### config.mk
export PLATFORM = sky130hd
export DESIGN_NAME = epr_front
export DESIGN_NICKNAME = d
export VERILOG_FILES = /design/src/rtl/epr_pkg.sv /design/src/rtl/epr_front.sv
export VERILOG_INCLUDE_DIRS = /design/src /design/src/rtl
export SDC_FILE = /design/constraint.sdc
export NUM_CORES = 1
export LEC_CHECK = 0
export BUFFER_PORTS_ARGS = -buffer_cell sky130_fd_sc_hd__buf_2
export CAP_MARGIN = 20
export CELL_PAD_IN_SITES_DETAIL_PLACEMENT = 1
export CELL_PAD_IN_SITES_GLOBAL_PLACEMENT = 2
export CORE_MARGIN = 3
export CORE_UTILIZATION = 35
export CTS_CLUSTER_DIAMETER = 40
export DETAILED_ROUTE_END_ITERATION = 10
export PLACE_DENSITY_LB_ADDON = 0.25
export SLEW_MARGIN = 10
export SYNTH_ARGS = -nofsm -noshare
export SYNTH_HDL_FRONTEND = slang
export SYNTH_SLANG_ARGS = --single-unit
### constraint.sdc
create_clock -name clk -period 6.63 [get_ports clk]
set_clock_uncertainty 0.05 [all_clocks]
set_input_delay 0.663 -clock clk [delete_from_list [all_inputs] [get_ports clk]]
set_output_delay 0.663 -clock clk [all_outputs]
set_load 0.01 [all_outputs]
### src/rtl/assert_macros.svh
`ifndef ASSERT_MACROS_SVH
`define ASSERT_MACROS_SVH
// Concurrent assertion helpers, clocked on clk; ASSERT_CLK is disabled in reset, ASSERT_CLK_RST is not.
`define ASSERT_CLK(label, prop, msg) \
  label: assert property (@(posedge clk) disable iff (rst) (prop)) else $error(msg);
`define ASSERT_CLK_RST(label, prop, msg) \
  label: assert property (@(posedge clk) (prop)) else $error(msg);
`endif

### src/rtl/epr_pkg.sv
`timescale 1ns / 1ps
package epr_pkg;
  localparam int TRIG_W = 18;
  localparam int ANGLE_FULL = 23040;
  localparam int ANGLE_HALF = 11520;
  localparam int ANGLE_QUARTER = 5760;
  localparam int CORDIC_FRAC = 30;
  localparam logic signed [39:0] DEG_RAD_Q24 = 40'sd961263669;
  localparam logic signed [39:0] CORDIC_GAIN_Q30 = 40'sd652032874;

  localparam logic [2:0] REG_ANGLE_X = 3'd0;
  localparam logic [2:0] REG_ANGLE_Y = 3'd1;
  localparam logic [2:0] REG_ANGLE_Z = 3'd2;
  localparam logic [2:0] REG_CENTER_X = 3'd3;
  localparam logic [2:0] REG_CENTER_Y = 3'd4;
  localparam logic [2:0] REG_CENTER_Z = 3'd5;

  typedef struct packed {
    logic signed [31:0] pos_x;
    logic signed [31:0] pos_y;
    logic signed [31:0] pos_z;
  } in_item_t;

  typedef struct packed {
    logic signed [31:0] out_x;
    logic signed [31:0] out_y;
    logic signed [31:0] out_z;
    logic               clipped;
  } out_item_t;

  typedef struct packed {
    logic [2:0]  index;
    logic [31:0] data;
  } cfg_item_t;

  // atan(2^-i) in degrees, Q24
  function automatic logic signed [39:0] atan_step(input logic [4:0] i);
    logic signed [39:0] r;
    case (i)
      5'd0: r = 40'sd754974720;
      5'd1: r = 40'sd445687602;
      5'd2: r = 40'sd235489088;
      5'd3: r = 40'sd119537938;
      5'd4: r = 40'sd60000934;
      5'd5: r = 40'sd30029717;
      5'd6: r = 40'sd15018523;
      5'd7: r = 40'sd7509720;
      5'd8: r = 40'sd3754917;
      5'd9: r = 40'sd1877466;
      5'd10: r = 40'sd938734;
      5'd11: r = 40'sd469367;
      default: r = (DEG_RAD_Q24 + (40'sd1 <<< (i - 5'd1))) >>> i;
    endcase
    return r;
  endfunction
endpackage

### src/rtl/epr_front.sv
`timescale 1ns / 1ps
// Front end: subtracts the center and pushes the 33-bit differences into a
// two-entry queue.
module epr_front import epr_pkg::*; (
  input  logic                clk,
  input  logic                rst,
  input  logic                in_valid,
  output logic                in_ready,
  input  in_item_t            in_data,
  input  logic signed [31:0]  ctr [3],
  input  logic                pop,
  output logic                q_valid,
  output logic signed [32:0]  q_d [3]
);
  logic signed [32:0] mem [2][3];
  logic wp, rp;
  logic [1:0] cnt;
  logic push;

  assign in_ready = cnt != 2'd2;
  assign push = in_valid && in_ready;
  assign q_valid = cnt != 2'd0;
  always_comb begin
    for (int k = 0; k < 3; k++) q_d[k] = mem[rp][k];
  end

  always_ff @(posedge clk) begin
    if (push) begin
      mem[wp][0] <= 33'(in_data.pos_x) - 33'(ctr[0]);
      mem[wp][1] <= 33'(in_data.pos_y) - 33'(ctr[1]);
      mem[wp][2] <= 33'(in_data.pos_z) - 33'(ctr[2]);
    end
  end

  always_ff @(posedge clk) begin
    if (rst) begin
      wp <= 1'b0;
      rp <= 1'b0;
      cnt <= '0;
    end else begin
      if (push) wp <= ~wp;
      if (pop && q_valid) rp <= ~rp;
      cnt <= cnt + 2'(push) - 2'(pop && q_valid);
    end
  end

  `include "assert_macros.svh"
  `ASSERT_CLK(a_q_count, cnt <= 2'd2, "queue count overflow")
  `ASSERT_CLK(a_q_ptr, (cnt == 2'd0 || cnt == 2'd2) |-> wp == rp, "queue pointers disagree")
endmodule

==> Word level (Yosys, flattened, before mapping) <==
Memories as Yosys holds them, arrays and structs flattened. A register that Yosys moved wholly into a read port is not among the register bits.
Cells that the tools add are included.
{ "op_classes": {"muxes": 4, "n_eq_ne": 1, "addsub": 5, "bitwise_logic": 2, "reduce_logical": 3} }
{ "op_table": {"columns": ["cell", "count"], "rows": [
  ["$sub 32x32->33", 3],
  ["$mux 1", 4],
  ["$add 2x1->2", 1],
  ["$logic_and 1x1->1", 2],
  ["$ne 2x2->1 const B", 1],
  ["$not 1->1", 2],
  ["$reduce_bool 2->1", 1],
  ["$sub 2x1->2", 1]
]} }
{ "totals": {"mem_bits_rw": 198, "memories": 1, "register_bits": 4, "output_inout_bits": 101, "inputBits": 196} }
{ "memory_table": {"columns": ["memory", "words", "word_bits", "rd", "rd_ports_with_merged_regs", "wr", "line_no", "source"], "rows": [
  ["mem", 2, 99, 1, 1, 1, "epr_front.sv:15", "logic signed [32:0] mem [2][3];"]
]} }

==> Logic depth before layout (Yosys ltp) <==
{ "depth": {"ltp_word": 4, "ltp_mapped": 12} }

==> Worst setup path before layout <==
Ideal clock, no wire load.
{ "synth_path": {"path_type": "input -> register", "start": "input in_valid", "end": "memory mem[0][0] in the netlist's numbering (enable)", "stages": 2, "arrival_time_ns": 4.879, "setup_slack_ns": 1.144, "setup_time_ns": 0.558, "required_ns": 6.022, "cell_sequence": "nand2_1 -> nor2_1"} }
{ "synth_between": {"elab_chain_cells": 3} }
{ "synth_lines": {"columns": ["item", "line_no", "source"], "rows": [
  ["from (decl)", "epr_front.sv:7", "input logic in_valid,"],
  ["$logic_and 1x1->1", "epr_front.sv:21", "assign push = in_valid && in_ready;"],
  ["$mux 1", "epr_front.sv:28", "if (push) begin"],
  ["$mux 1 (not written as such)", "epr_front.sv:31", "mem[wp][2] <= 33'(in_data.pos_z) - 33'(ctr[2]);"],
  ["to (decl)", "epr_front.sv:15", null]
]} }
No other way between the ends.

==> results.md <==
- Status: finished clean
- Seq/Total Area, Yosys: 48.2%
- Clock sink count: 203
- Post-synth EDFFs: 198
- Buffers & Inverters on Critical Path: 2
- Max-cap viol count: 0
- Post-CTS Resized: 0
- Die Width: 195 um
- Vias: 9579
- Lkg Pwr: 6.92 nW
- Met1 WL: 15900 um
- Drt drc: 0
- Top area cells in the synthesized netlist: edfxtp_1 (47%), ha_1 (9.8%), mux2_2 (9.0%), inv_1 (3.9%), xnor2_1 (3.8%)
- Layout cells sized above 1: 33.1%
- Synth Area in Adders: 10.2%
- CP Data Required Time: 5.92 ns
- Xor/xnor share of the synthesized area: 5.51%
- Fmax: 294 MHz
- Register Area: 6050 um^2
- Chip height: 195 um
- Fill count: 3921
- Area Growth Syn to Fin: 25.4%
- Tcrit/Tclk final: 51.4%
- DRT Wirelength: 35100 um
- Hold Fails Final Rpt: 0
- Overall power: 5.14 mW
- Total grt overflow: 0
- DR top layer: met4
- Net Count, Synth: 1406
- Vias/cell: 5.03
- Synth Register Bits: 203
- Clk Latency, worst-skew pair: 0.50 ns
- Maximum vdd drop: 0.219 mV
- Most frequent cells in the layout: buf_2 (296), edfxtp_1 (198), inv_1 (130)
- First-pass GRT wire length: 55000 um
- Critical path cell sequence: buf_4 -> mux2_2 -> buf_2
- Final Wtd Congestion: 0.858
- Main combinational cell family by area after synthesis: compound AO/OA/AOI/OAI gates
- Synth warnings: 0
- Crit end category: output pin
- CTS tree: yes
- Met3 Routed Length: 1810 um
- CTS root buf: clkbuf_16
- Cts hold-fix bufs: 0
- H-tree lvl count: 2
- Syn avg cell area: 11.3 um^2
- Core Footprint: 35000 um^2
- Unrepaired setup endpoints after global routing: false
- Synth cell types: 71
- Post-synth top flop: edfxtp_1
- Synth top area share: 47.4%
- Synth Area in Compound Gates: 13.6%
- Post-Synthesis Cells: 1109
- CTS buffer count: 36
- Largest net degree at the start of global routing: 58
- Reg clk slew, reported paths: 0.05 ns
- Detailed Routing Iterations Pass 1: 4
- Setup_tns: 0 ns
- Slew HR: 43.6%
- Crit path launch type: flip-flop
- Worst Path Max Fanout: 55
- Kind of critical path: flip-flop to output pin
- Antenna Nets Post-Route: 0
- Rows: 68
- Die area: 38200 um^2
- Simple-gate area share of the yosys netlist: 8.55%
- Slew Viols, Final: 0
- Setup-failing EPs final: 0
- Layout Nets: 1718
- Gr usage total: 17.8%
- Vias in the first global route: 10100
- Cell taking the most area after synthesis: edfxtp_1
- Met2 WL post-DR: 16600 um
- Power per Cell Area: 326 nW/um^2
- Tmin final: 3.41 ns
- Max stage delay on crit path: 0.76 ns
- Ports: 297
- HPWL after DPL: 26700 um
- WL per Instance: 18.4 um
- Worst Hold Class: input port to flip-flop
- Mux contribution to synthesized area: 9.21%
- CTS Buffer Depth: 3
- Most common cell after layout, fill and taps aside: buf_2
- Multi-input logic area: 5930 um^2
- Worst-Margin Slew: 0.845 ns
- Initial Utilization: 35.9%
- Top delay family on crit path: buffers and inverters
- # port buffers: 296
- Worst EP arrival: 2.69 ns
- Post-CTS Setup Bufs: 0
- 1st-iter DRT viols: 369
- Async SR Flop Fraction: 0%
- Initial antenna violation count: 1
- Mapped Area: 12500 um^2
- CP max-delay cell: dfxtp_4
cells in the mapped netlist (4+ instances only):
cell,count
ha_1,98
o21ai_1,9
and4_1,4
inv_1,130
a21oi_1,73
or2_2,8
nand3_1,30
a31oi_1,11
nand2_1,38
nor2_1,57
nand2b_1,7
nor3_1,14
a2111oi_0,4
xnor2_1,55
xor2_1,24
nand4_1,8
edfxtp_1,198
o21ai_0,27
or3_1,6
o31ai_1,4
clkbuf_1,26
dfxtp_1,5
o211ai_1,8
o21a_1,13
o311ai_1,4
a21o_1,45
o21bai_1,10
nor2b_1,13
mux2_2,100
a211oi_1,8
and3_1,10
a211o_1,4
and2_1,7
power breakdown:
part / switching [mW] / internal [mW] / total, mW
registers: 0.0868 / 1.74 / 1.83
logic: 0.864 / 0.657 / 1.52
clock network: 0.651 / 1.14 / 1.79
final timing paths:
check | startpoint | end | slack, ns | cells after the start
hold / removal | rst | wp | 0.35 | 2
setup reg to reg | cnt[0] | mem[1][61] | 4.21 | 3
setup / recovery | flip-flop | q_d[40] | 3.22 | 3
hold reg to reg | rp | rp | 0.46 | 2
cells by family (layout without fill, tap and decap cells):
logic type      after synthesis  after routing
flops                       203            203
other cells                   0              1
compound gates              254            254
xor+xnor                     79             79
mux                         103            103
simple gates                213            213
fa+ha+maj                   101            101
buf+inv                     156            495
routing by layer:
metal / up-vias / track usage [%]
met5: - / 0
met4: 0 / 4.25
met3: 46 / 3.59
met2: 242 / 30.3
met1: 4587 / 23.4
li1: 4704 / -
metrics by stage:
stage / setup slack (ns) / cell area, um^2 / cells / hold WS, ns / util (%)
floorplan: 1.14 / 12500 / 1109 / 0.431 / -
global placement: 2.98 / 14500 / 1838 / 0.445 / 41.6
detailed placement: 2.85 / 14500 / 1838 / 0.452 / 41.6
CTS: 3.13 / 15700 / 1903 / 0.335 / 45.0
global route: 3.05 / 15700 / 1904 / 0.348 / 45.0
finish: 3.22 / 15700 / 1904 / 0.355 / 45.0
worst reg2reg max path, cell delays in order (launching register included):
cell,delay [ns]
dfxtp_1,0.35
nand2b_1,0.18
and3_4,0.65
buf_4,0.79
registers in the layout (all words and copies together), names as in the netlist, named ones only:
signal  count
rp          1
wp          1
mem       198
cnt         2
cell type report:
type | count | area share (%)
inverters | 130 | 3.10
clock inverters | 25 | 1.44
repair buffers | 300 | 9.60
multi-input cells | 750 | 37.7
clock buffers | 40 | 6.09
diodes | 1 | 0.0159
well taps | 455 | 3.62
flip-flops and latches | 203 | 38.4
Power figures use the tool's default switching activity.
