<file path="src/rtl/assert_macros.svh">
`ifndef ASSERT_MACROS_SVH
`define ASSERT_MACROS_SVH
// Concurrent assertion helpers, clocked on clk; ASSERT_CLK is disabled in reset, ASSERT_CLK_RST is not.
`define ASSERT_CLK(label, prop, msg) \
  label: assert property (@(posedge clk) disable iff (rst) (prop)) else $error(msg);
`define ASSERT_CLK_RST(label, prop, msg) \
  label: assert property (@(posedge clk) (prop)) else $error(msg);
`endif

</file>
<file path="src/rtl/epr_pkg.sv">
`timescale 1ns / 1ps
package epr_pkg;
  localparam int TRIG_W = 18;
  localparam int ANGLE_FULL = 23040;
  localparam int ANGLE_HALF = 11520;
  localparam int ANGLE_QUARTER = 5760;
  localparam int CORDIC_FRAC = 30;
  localparam logic signed [39:0] DEG_RAD_Q24 = 40'sd961263669;
  localparam logic signed [39:0] CORDIC_GAIN_Q30 = 40'sd652032874;

  localparam logic [2:0] REG_ANGLE_X = 3'd0;
  localparam logic [2:0] REG_ANGLE_Y = 3'd1;
  localparam logic [2:0] REG_ANGLE_Z = 3'd2;
  localparam logic [2:0] REG_CENTER_X = 3'd3;
  localparam logic [2:0] REG_CENTER_Y = 3'd4;
  localparam logic [2:0] REG_CENTER_Z = 3'd5;

  typedef struct packed {
    logic signed [31:0] pos_x;
    logic signed [31:0] pos_y;
    logic signed [31:0] pos_z;
  } in_item_t;

  typedef struct packed {
    logic signed [31:0] out_x;
    logic signed [31:0] out_y;
    logic signed [31:0] out_z;
    logic               clipped;
  } out_item_t;

  typedef struct packed {
    logic [2:0]  index;
    logic [31:0] data;
  } cfg_item_t;

  // atan(2^-i) in degrees, Q24
  function automatic logic signed [39:0] atan_step(input logic [4:0] i);
    logic signed [39:0] r;
    case (i)
      5'd0: r = 40'sd754974720;
      5'd1: r = 40'sd445687602;
      5'd2: r = 40'sd235489088;
      5'd3: r = 40'sd119537938;
      5'd4: r = 40'sd60000934;
      5'd5: r = 40'sd30029717;
      5'd6: r = 40'sd15018523;
      5'd7: r = 40'sd7509720;
      5'd8: r = 40'sd3754917;
      5'd9: r = 40'sd1877466;
      5'd10: r = 40'sd938734;
      5'd11: r = 40'sd469367;
      default: r = (DEG_RAD_Q24 + (40'sd1 <<< (i - 5'd1))) >>> i;
    endcase
    return r;
  endfunction
endpackage

</file>
<file path="src/rtl/epr_matrix.sv">
`timescale 1ns / 1ps
// Back-end setup: derives sine/cosine of each angle with an iterative CORDIC,
// then forms the nine matrix entries with one shared multiplier, one product
// per cycle.
module epr_matrix import epr_pkg::*; #(
  parameter int TRIG_BITS = 18
) (
  input  logic                          clk,
  input  logic                          rst,
  input  logic                          start,
  input  logic signed [15:0]            ang_x,
  input  logic signed [15:0]            ang_y,
  input  logic signed [15:0]            ang_z,
  output logic                          busy,
  output logic signed [TRIG_BITS+1:0]   m [9]
);
  localparam int TW = TRIG_BITS + 2;
  localparam int NIT = TRIG_BITS + 2;
  localparam int SH = CORDIC_FRAC - TRIG_BITS;
  localparam logic signed [TW-1:0] ONE = TW'(1) <<< TRIG_BITS;

  typedef enum logic [2:0] {S_IDLE, S_LOAD, S_ITER, S_DONE, S_MUL} state_t;
  state_t state;
  logic [1:0] axis;
  logic [4:0] it;
  logic [3:0] mstep;
  logic signed [39:0] cx, cy, cz;
  logic neg, special;
  logic signed [TW-1:0] trig [6]; // c,s for x,y,z
  logic signed [TW-1:0] tmp [3];  // sx*sy, cx*sy

  // angle reduction, combinational on the selected axis
  logic signed [15:0] a_sel;
  logic signed [16:0] a0, a1, a2;
  logic signed [16:0] ared;
  logic rneg;
  always_comb begin
    case (axis)
      2'd0: a_sel = ang_x;
      2'd1: a_sel = ang_y;
      default: a_sel = ang_z;
    endcase
    a0 = 17'(a_sel);
    if (a0 >= 17'sd23040) a1 = a0 - 17'sd23040;
    else if (a0 <= -17'sd23040) a1 = a0 + 17'sd23040;
    else a1 = a0;
    if (a1 < 0) a1 = a1 + 17'sd23040;
    if (a1 >= 17'sd11520) a2 = a1 - 17'sd23040;
    else a2 = a1;
    rneg = 1'b0;
    ared = a2;
    if (a2 > 17'sd5760) begin
      ared = a2 - 17'sd11520;
      rneg = 1'b1;
    end else if (a2 < -17'sd5760) begin
      ared = a2 + 17'sd11520;
      rneg = 1'b1;
    end
  end

  // CORDIC rounding to TRIG_BITS
  logic signed [39:0] xr, yr;
  logic signed [TW-1:0] cval, sval;
  always_comb begin
    xr = (cx + (40'sd1 <<< (SH - 1))) >>> SH;
    yr = (cy + (40'sd1 <<< (SH - 1))) >>> SH;
    if (xr > 40'(ONE)) xr = 40'(ONE);
    if (xr < -40'(ONE)) xr = -40'(ONE);
    if (yr > 40'(ONE)) yr = 40'(ONE);
    if (yr < -40'(ONE)) yr = -40'(ONE);
    cval = TW'(xr);
    sval = TW'(yr);
  end

  // shared rounding multiplier
  logic signed [TW-1:0] ma, mb;
  logic signed [2*TW-1:0] prod;
  logic signed [TW-1:0] pr;
  always_comb begin
    ma = trig[0];
    mb = trig[0];
    case (mstep)
      4'd0: begin ma = trig[2]; mb = trig[4]; end // cy*cz
      4'd1: begin ma = trig[2]; mb = trig[5]; end // cy*sz
      4'd2: begin ma = trig[1]; mb = trig[3]; end // sx*sy
      4'd3: begin ma = trig[0]; mb = trig[3]; end // cx*sy
      4'd4: begin ma = tmp[0];  mb = trig[4]; end
      4'd5: begin ma = trig[0]; mb = trig[5]; end
      4'd6: begin ma = trig[0]; mb = trig[4]; end
      4'd7: begin ma = tmp[0];  mb = trig[5]; end
      4'd8: begin ma = trig[1]; mb = trig[2]; end
      4'd9: begin ma = trig[1]; mb = trig[5]; end
      4'd10: begin ma = tmp[1]; mb = trig[4]; end
      4'd11: begin ma = tmp[1]; mb = trig[5]; end
      4'd12: begin ma = trig[1]; mb = trig[4]; end
      4'd13: begin ma = trig[0]; mb = trig[2]; end
      default: ;
    endcase
    prod = ma * mb;
    pr = TW'((prod + ((2*TW)'(1) <<< (TRIG_BITS - 1))) >>> TRIG_BITS);
  end

  always_ff @(posedge clk) begin
    if (rst) begin
      state <= S_LOAD;
      axis <= '0;
      it <= '0;
      mstep <= '0;
    end else if (start) begin
      // a new angle restarts the rebuild from the first axis
      state <= S_LOAD;
      axis <= '0;
    end else begin
      case (state)
        S_IDLE: ;
        S_LOAD: begin
          neg <= rneg;
          it <= '0;
          special <= 1'b1;
          if (ared == 0) begin
            cx <= 40'(ONE) <<< SH; cy <= '0;
          end else if (ared == 17'sd5760) begin
            cx <= '0; cy <= 40'(ONE) <<< SH;
          end else if (ared == -17'sd5760) begin
            cx <= '0; cy <= -(40'(ONE) <<< SH);
          end else begin
            special <= 1'b0;
            cx <= CORDIC_GAIN_Q30;
            cy <= '0;
            cz <= 40'(ared) * 40'sd262144;
          end
          state <= S_ITER;
        end
        S_ITER: begin
          if (!special && it != 5'(NIT)) begin
            it <= it + 5'd1;
            if (cz >= 0) begin
              cx <= cx - (cy >>> it);
              cy <= cy + (cx >>> it);
              cz <= cz - atan_step(it);
            end else begin
              cx <= cx + (cy >>> it);
              cy <= cy - (cx >>> it);
              cz <= cz + atan_step(it);
            end
          end else begin
            state <= S_DONE;
          end
        end
        S_DONE: begin
          trig[{axis, 1'b0}] <= neg ? -cval : cval;
          trig[{axis, 1'b1}] <= neg ? -sval : sval;
          if (axis == 2'd2) begin
            state <= S_MUL;
            mstep <= '0;
          end else begin
            axis <= axis + 2'd1;
            state <= S_LOAD;
          end
        end
        S_MUL: begin
          mstep <= mstep + 4'd1;
          case (mstep)
            4'd0: m[0] <= pr;
            4'd1: m[1] <= -pr;
            4'd2: tmp[0] <= pr;
            4'd3: tmp[1] <= pr;
            4'd4: m[3] <= pr;
            4'd5: m[3] <= m[3] + pr;
            4'd6: m[4] <= pr;
            4'd7: m[4] <= m[4] - pr;
            4'd8: m[5] <= -pr;
            4'd9: m[6] <= pr;
            4'd10: m[6] <= m[6] - pr;
            4'd11: m[7] <= pr;
            4'd12: m[7] <= m[7] + pr;
            4'd13: begin
              m[8] <= pr;
              m[2] <= trig[3];
              state <= S_IDLE;
            end
            default: ;
          endcase
        end
        default: state <= S_IDLE;
      endcase
    end
  end

  assign busy = (state != S_IDLE) || start;

  `include "assert_macros.svh"
  `ASSERT_CLK(a_mstep_range, state == S_MUL |-> mstep <= 4'd13, "matrix step overrun")
  `ASSERT_CLK(a_iter_range, it <= 5'(NIT), "cordic iteration overrun")
  `ASSERT_CLK(a_axis_range, axis != 2'd3, "axis out of range")
endmodule

</file>
<file path="config.mk">
export PLATFORM = sky130hd
export DESIGN_NAME = epr_matrix
export DESIGN_NICKNAME = d
export VERILOG_FILES = /design/src/rtl/epr_pkg.sv /design/src/rtl/epr_matrix.sv
export VERILOG_INCLUDE_DIRS = /design/src /design/src/rtl
export SDC_FILE = /design/constraint.sdc
export NUM_CORES = 2
export LEC_CHECK = 0
export BUFFER_PORTS_ARGS = -buffer_cell sky130_fd_sc_hd__buf_2
export CAP_MARGIN = 20
export CELL_PAD_IN_SITES_DETAIL_PLACEMENT = 0
export CELL_PAD_IN_SITES_GLOBAL_PLACEMENT = 2
export CORE_MARGIN = 2
export CORE_UTILIZATION = 44
export CTS_BUF_LIST = sky130_fd_sc_hd__clkbuf_16
export CTS_CLUSTER_SIZE = 14
export DETAILED_ROUTE_END_ITERATION = 10
export GPL_ROUTABILITY_DRIVEN = 0
export PLACE_DENSITY = 0.95
export SLEW_MARGIN = 40
export SYNTH_ARGS = -nofsm -noshare
export SYNTH_HDL_FRONTEND = slang
export SYNTH_SLANG_ARGS = --single-unit
</file>
<file path="constraint.sdc">
create_clock -name clk -period 36.7 [get_ports clk]
set_clock_uncertainty 0.2 [all_clocks]
set_input_delay 3.67 -clock clk [delete_from_list [all_inputs] [get_ports clk]]
set_output_delay 3.67 -clock clk [all_outputs]
set_load 0.02 [all_outputs]
</file>
# After elaboration in Yosys (flattened, before gate mapping)
# Memory sizes are Yosys's and may differ from the RTL's.
# Index checks and enable logic that the tools add are counted.
# W data, S select, Z words.
word_totals:
  reg_bits: 316
  ramBits: 180
  in_bits: 51
  output_inout_bits: 181
  wordCells: 223
  n_memories: 2
op_classes:
  add_sub_neg: 27
  mul: 1
  magnitude_cmp: 11
  n_eq_ne: 40
  shifts: 4
  muxes: 75
  bitwise_logic: 4
  n_reduce_logical: 41
memory_table:
  columns: ["name", "words", "width", "rd", "rd_clocked_by_memory_dff", "wr", "line_no", "rtl"]
  rows:
  - ["trig", 6, 20, 6, 0, 2, "epr_matrix.sv:29", "logic signed [TW-1:0] trig [6];"]
  - ["tmp", 3, 20, 2, 0, 1, "epr_matrix.sv:30", "logic signed [TW-1:0] tmp [3];"]
ops:
  columns: ["cell", "count"]
  rows:
  - ["$mux W40", 24]
  - ["$pmux W40 S12", 1]
  - ["$pmux W40 S2", 3]
  - ["$pmux W20 S2", 4]
  - ["$pmux W20 S4", 2]
  - ["$add A40 B40 Y40", 3]
  - ["$sshr A40 B5 Y40", 3]
  - ["$sub A40 B40 Y40", 3]
  - ["$mux W17", 6]
  - ["$mux W20", 5]
  - ["$add A40 B13 Y40 const B", 2]
  - ["$lt A40 B19 Y1 const B", 2]
  - ["$mux W30", 2]
  - ["$neg A20 Y20", 3]
  - ["$gt A28 B20 Y1 const B", 2]
  - ["$add A20 B20 Y20", 2]
  - ["$add A31 B40 Y40 const A", 1]
  - ["$ge A40 B1 Y1 const B", 1]
  - ["$sshl A2 B5 Y40 const A", 1]
  - ["$sub A20 B20 Y20", 2]
  - ["$add A38 B19 Y38 const B", 1]
  - ["$mul A20 B20 Y38", 1]
  - ["$reduce_and A4 Y1", 9]
  - ["$eq A17 B14 Y1 const B", 2]
  - ["60 further kinds", 118]

# Depth between registers and ports, before layout
depth:
  word_depth: 17
  ltp_mapped: 60

# Worst setup path after synthesis
# Ideal clock, no wire load.
synth_timing:
  kind: "reg-to-reg"
  startpoint: "reg mstep[0]"
  endpoint: "reg m[59] (netlist name), data pin"
  setup_time_ns: 0.272
  t_arrival_ns: 12.049
  t_required_ns: 36.228
  path_slack_ns: 24.179
  stages_incl_launch_ff: 57
  synth_period_minus_slack_ns: 12.521
  cell_sequence: "dfxtp_1 -> inv_1 -> ha_1 -> or2_2 -> and2_1 -> or4_1 -> clkbuf_1 -> clkbuf_1 -> clkbuf_1 -> o21ai_1 -> nor2_1 -> fa_1 -> ha_1 -> inv_1 -> fa_1 -> inv_1 -> ha_1 -> ha_1 -> [21 not listed] -> ha_1 -> o21ai_0 -> a21boi_0 -> o21ai_0 -> a21boi_0 -> o21ai_0 -> a21boi_0 -> o21a_1 -> o21ai_0 -> a31oi_1 -> a2bb2o_1 -> a31oi_1 -> o21bai_1 -> a31o_2 -> a2111oi_0 -> o21ai_0 -> a21o_1 -> xnor2_1"
synth_via:
  elab_chain_len: 7
  elab_cells_between_ends: 28
  cone_classes: "add/sub: 2; mul: 1; eq/ne: 13; mux: 3; reduce/logical: 9"
synth_rtl:
  columns: ["item", "line_no", "rtl"]
  rows:
  - ["start: declaration", "epr_matrix.sv:26", "logic [3:0] mstep;"]
  - ["start signal: assignment", "epr_matrix.sv:162", "mstep <= mstep + 4'd1;"]
  - ["$eq A4 B4 Y1 (tied with other cells)", "epr_matrix.sv:82", "case (mstep)"]
  - ["$reduce_or A5 Y1 (no source line) (tied with other cells)", null, null]
  - ["$pmux W20 S4", "epr_matrix.sv:82", null]
  - ["$mul A20 B20 Y38 (*)", "epr_matrix.sv:99", "prod = ma * mb;"]
  - ["$add A38 B19 Y38 (*)", "epr_matrix.sv:100", "pr = TW'((prod + ((2*TW)'(1) <<< (TRIG_BITS - 1))) >>> TRIG_BITS);"]
  - ["named net pr[2]", "epr_matrix.sv:78", "logic signed [TW-1:0] pr;"]
  - ["$sub A20 B20 Y20 (*)", "epr_matrix.sv:174", "4'd10: m[6] <= m[6] - pr;"]
  - ["$pmux W20 S2 (*)", "epr_matrix.sv:163", "case (mstep)"]
  - ["end: declaration", "epr_matrix.sv:15", "output logic signed [TRIG_BITS+1:0] m [9]"]
# Mark *: on every way through the listed nets, which the timed path passes. The rest lies on a longest branch.
# A chain may end at the register's enable or synchronous reset.

# Final worst setup path
layout_timing:
  startpoint: "reg mstep[2]"
  endpoint: "reg m[59] (netlist name), data pin"
layout_via:
  elab_chain_len: 7
  elab_cells_between_ends: 28
  cone_classes: "add/sub: 2; mul: 1; eq/ne: 13; mux: 3; reduce/logical: 9"
layout_rtl:
  columns: ["item", "line_no"]
  rows:
  - ["$eq A4 B4 Y1 (tied with other cells)", "epr_matrix.sv:82"]
  - ["$reduce_or A5 Y1 (no source line) (tied with other cells)", null]
  - ["$pmux W20 S4", "epr_matrix.sv:82"]
  - ["$mul A20 B20 Y38", "epr_matrix.sv:99"]
  - ["$add A38 B19 Y38", "epr_matrix.sv:100"]
  - ["$sub A20 B20 Y20", "epr_matrix.sv:174"]
  - ["$pmux W20 S2 (*)", "epr_matrix.sv:163"]
# Mark *: on every way between the ends. The rest lies on a longest branch, timed or not.

==> results.yml <==
clock_tree:
  cts_root_buf: "clkbuf_16"
  longest_clk_path_bufs: 3
  hold_buffers: 0
  cts_num_sinks: 476
  ctsHtreeMaxLevel: 2
  cts-buffers-inserted: 56
  clkLatencyLatePin_ps: 700
  cts.repair_timing.setup_buffer_count: 0
  cts_resized: 0
  clock_input_transition_at_the_sequential_cells_of_the_worst_setup_and_hold_paths_ps: 70
  clock_tree_from_tritoncts: "built"
sta:
  drv_slew: 0
  timing_worst_slew_pin_value_ps: 952.7
  timing.setup.tns_ps: 0
  timing.slew.headroom: 0.3605
  layout_min_cycle_time_ps: 14490
  finish_stage_setup_viols: 0
  min_period_over_period: 0.3949
  finalHoldViolations: 0
  rsz0062_at_grt: "no"
  fmax_mhz: 69.01
global_route:
  grt_pass1_wl_mm: 266.9
  grt_max_degree: 84
  number_of_global_route_vias_before_repair: 45360
  track_usage: 0.2673
  antenna_found_initial: 8
  global_route.overflow_total: 0
worst_setup_path:
  cpMaxStageDelayCell: "dfxtp_1"
  critPathKind: "reg -> reg"
  critPathBufInv: 7
  critPathMaxFanout: 52
  cpPeakStageDelay_ps: 790
  timing.critical_path.mode_cell: "o21ai_0"
  worstPathRequired_ps: 36950
  startpoint_type_of_the_worst_setup_path: "register"
  crit_path_end_kind: "register"
  timing.critical_path.arrival_ps: 14740
  path_delay_family: "compound AO/OA/AOI/OAI gates"
power_and_ir_drop:
  cell_internal_pwr_mw: 1.580
  power.static_leakage_nw: 25.11
  worst_vdd_drop_v: 0.00004834
  pwr-share-seq: 0.253
  power_per_cell_area_nw_per_um2: 46.28
  clock_power_share: 0.217
  power_switching_mw: 1.195
  sw_frac_of_total: 0.4308
  comb_power_share: 0.529
drt:
  antenna_violating_nets_post_route: 0
  postRouteWirelength_mm: 172.8
  via_per_inst: 5.797
  detail_route.drc_violations: 0
  via_count: 46450
  drtPass1Iterations: 8
  routed_wirelength_normalized_by_instance_count_microns: 21.56
  number_of_violations_reported_at_the_end_of_detailed_routing_iteration_0: 4231
synthesis:
  synth_instances: 6242
  cell_type_with_the_highest_aggregate_area_in_the_netlist: "edfxtp_1"
  synthTopCellsByArea: "edfxtp_1 (25%), fa_1 (15%), ha_1 (7.2%)"
  share_of_the_yosys_chip_area_belonging_to_registers: 0.2576
  synth.yosys.warnings: 0
  most_instantiated_library_cell_after_synthesis: "nand2_1"
  synth-main-ff-cell: "edfxtp_1"
  yosysUniqueCellTypes: 118
  synth_edf_count: 462
  async_flop_share: 0
  yosys_reg_bits: 476
  synth_largest_type_area_fraction: 0.2525
  netlist_area_sq_um: 54940
  synth.avg_cell_area_sq_um: 8.801
  synth_fp_nets: 7019
  synthTopCellsByCount: "nand2_1 (735), inv_1 (687), nor2_1 (661)"
outcome:
  run_status: "completed"
place:
  detailed_place_hpwl_mm: 133.6
  placement.io_buffers: 231
  placed_cells_incl_taps: 7903
floorplanning:
  placementRows: 129
  top_level_ports: 232
  core_region_area_sq_um: 123800
  initial_cell_density_of_the_core: 0.4438
  floorplan.die.height_microns: 357.4
  chip_width_microns: 357.4
  die_area_sq_um: 127700
cells_and_area:
  area.growth.synth_to_final_pct: 9.153
  fill_cells: 11760
  final_layout_size_suffix_gt1_frac: 0.1097
  multi_input_area_sq_um: 37110
  layout.nets: 7103
  ff_latch_area_sq_um: 14170
  cell_count_final_fillers_out: 8014
min_path:
  hold_path.class: "reg -> reg"
run:
  cap_violations: 0
cells by family (layout without fill, tap and decap cells):
| kind of cell | count (synthesis) | in the layout | synth area share |
|---|---|---|---|
| and+or+nand+nor | 2067 | 2067 | 0.1681 |
| other | 0 | 3 | 0 |
| DFF | 476 | 476 | 0.2576 |
| AOI/OAI and AO/OA | 1339 | 1339 | 0.1611 |
| xor gates and xnor gates | 407 | 407 | 0.06527 |
| adders and majority gates | 731 | 731 | 0.2224 |
| muxes | 210 | 210 | 0.05484 |
| buffers and inverters | 1012 | 1144 | 0.07065 |
layout make-up:
type | instances | area share
clock buffer | 56 | 0.02337
timing repair buffer | 343 | 0.03441
sequential | 476 | 0.2363
inverter | 695 | 0.04350
antenna | 3 | 0.0001252
multi-input combinational | 4754 | 0.6188
tap | 1637 | 0.03416
clock inverter | 50 | 0.009285
routing by layer:
metal | GRT usage | wire, microns
met3 | 0.03265 | 12090
met4 | 0.09134 | 6497
met2 | 0.4449 | 81060
met1 | 0.3602 | 73110
met5 | 0 | 0
worst reg2reg max path: cells and delay by family (launching register included):
family | cells | cell delay [ps]
compound gates | 28 | 6020
xor+xnor | 1 | 120
fa+ha+maj | 9 | 3720
buf+inv | 7 | 1180
flops | 1 | 790
simple gates | 8 | 2230
layout by cell type (no fill, tap or decap), types with 104 or more instances in the layout:
| master | n |
|---|---|
| nand2_1 | 734 |
| inv_1 | 694 |
| nor2_1 | 657 |
| edfxtp_1 | 462 |
| fa_1 | 411 |
| o21ai_0 | 365 |
| ha_1 | 315 |
| a21oi_1 | 288 |
| xnor2_1 | 258 |
| buf_2 | 233 |
| nand3_1 | 160 |
| xor2_1 | 144 |
| nor3_1 | 104 |
final timing paths:
| check | start | to | slack, ps | cells past startpoint |
|---|---|---|---|---|
| worst max-delay path | mstep[2]$_SDFFE_PP0P_ | m[59]$_DFFE_PP_ | 22210 | 53 |
| worst min-delay path | trig[1][38]$_DFFE_PP_ | m[138]$_DFFE_PP_ | 230 | 0 |
| worst max register to register | mstep[2]$_SDFFE_PP0P_ | m[59]$_DFFE_PP_ | 22210 | 53 |
| worst min register to register | trig[1][38]$_DFFE_PP_ | m[138]$_DFFE_PP_ | 230 | 0 |
metrics by stage:
step / area [sq um] / hold slack [ps] / utilization / total power [mW] / setup WS (ps)
floorplan: 54940 / 217.4 / - / 1.756 / 24180
global placement: 57840 / 236.6 / 0.4672 / 2.136 / 22790
detailed placement: 57930 / 232.5 / 0.4679 / 2.160 / 22510
CTS: 59890 / 237.9 / 0.4837 / 2.777 / 22340
global route: 59960 / 264.5 / 0.4844 / 2.967 / 21180
finish: 59970 / 228.8 / 0.4844 / 2.775 / 22210
flip-flops by register name, indices dropped and copies added (netlist names):
signal / flops
axis: 2
cx: 40
cy: 40
cz: 40
it: 5
m: 180
mstep: 4
neg: 1
special: 1
state: 3
tmp: 40
trig: 120
power by group through the flow:
stage / combinational (mW) / clock [mW] / sequential (mW)
final: 1.47 / 0.603 / 0.702
after global routing: 1.63 / 0.633 / 0.703
after CTS: 1.46 / 0.614 / 0.702
after detailed placement: 1.45 / 0 / 0.713
after global placement: 1.42 / 0 / 0.713
after floorplan: 1.05 / 0 / 0.708
Power figures use the tool's default switching activity.
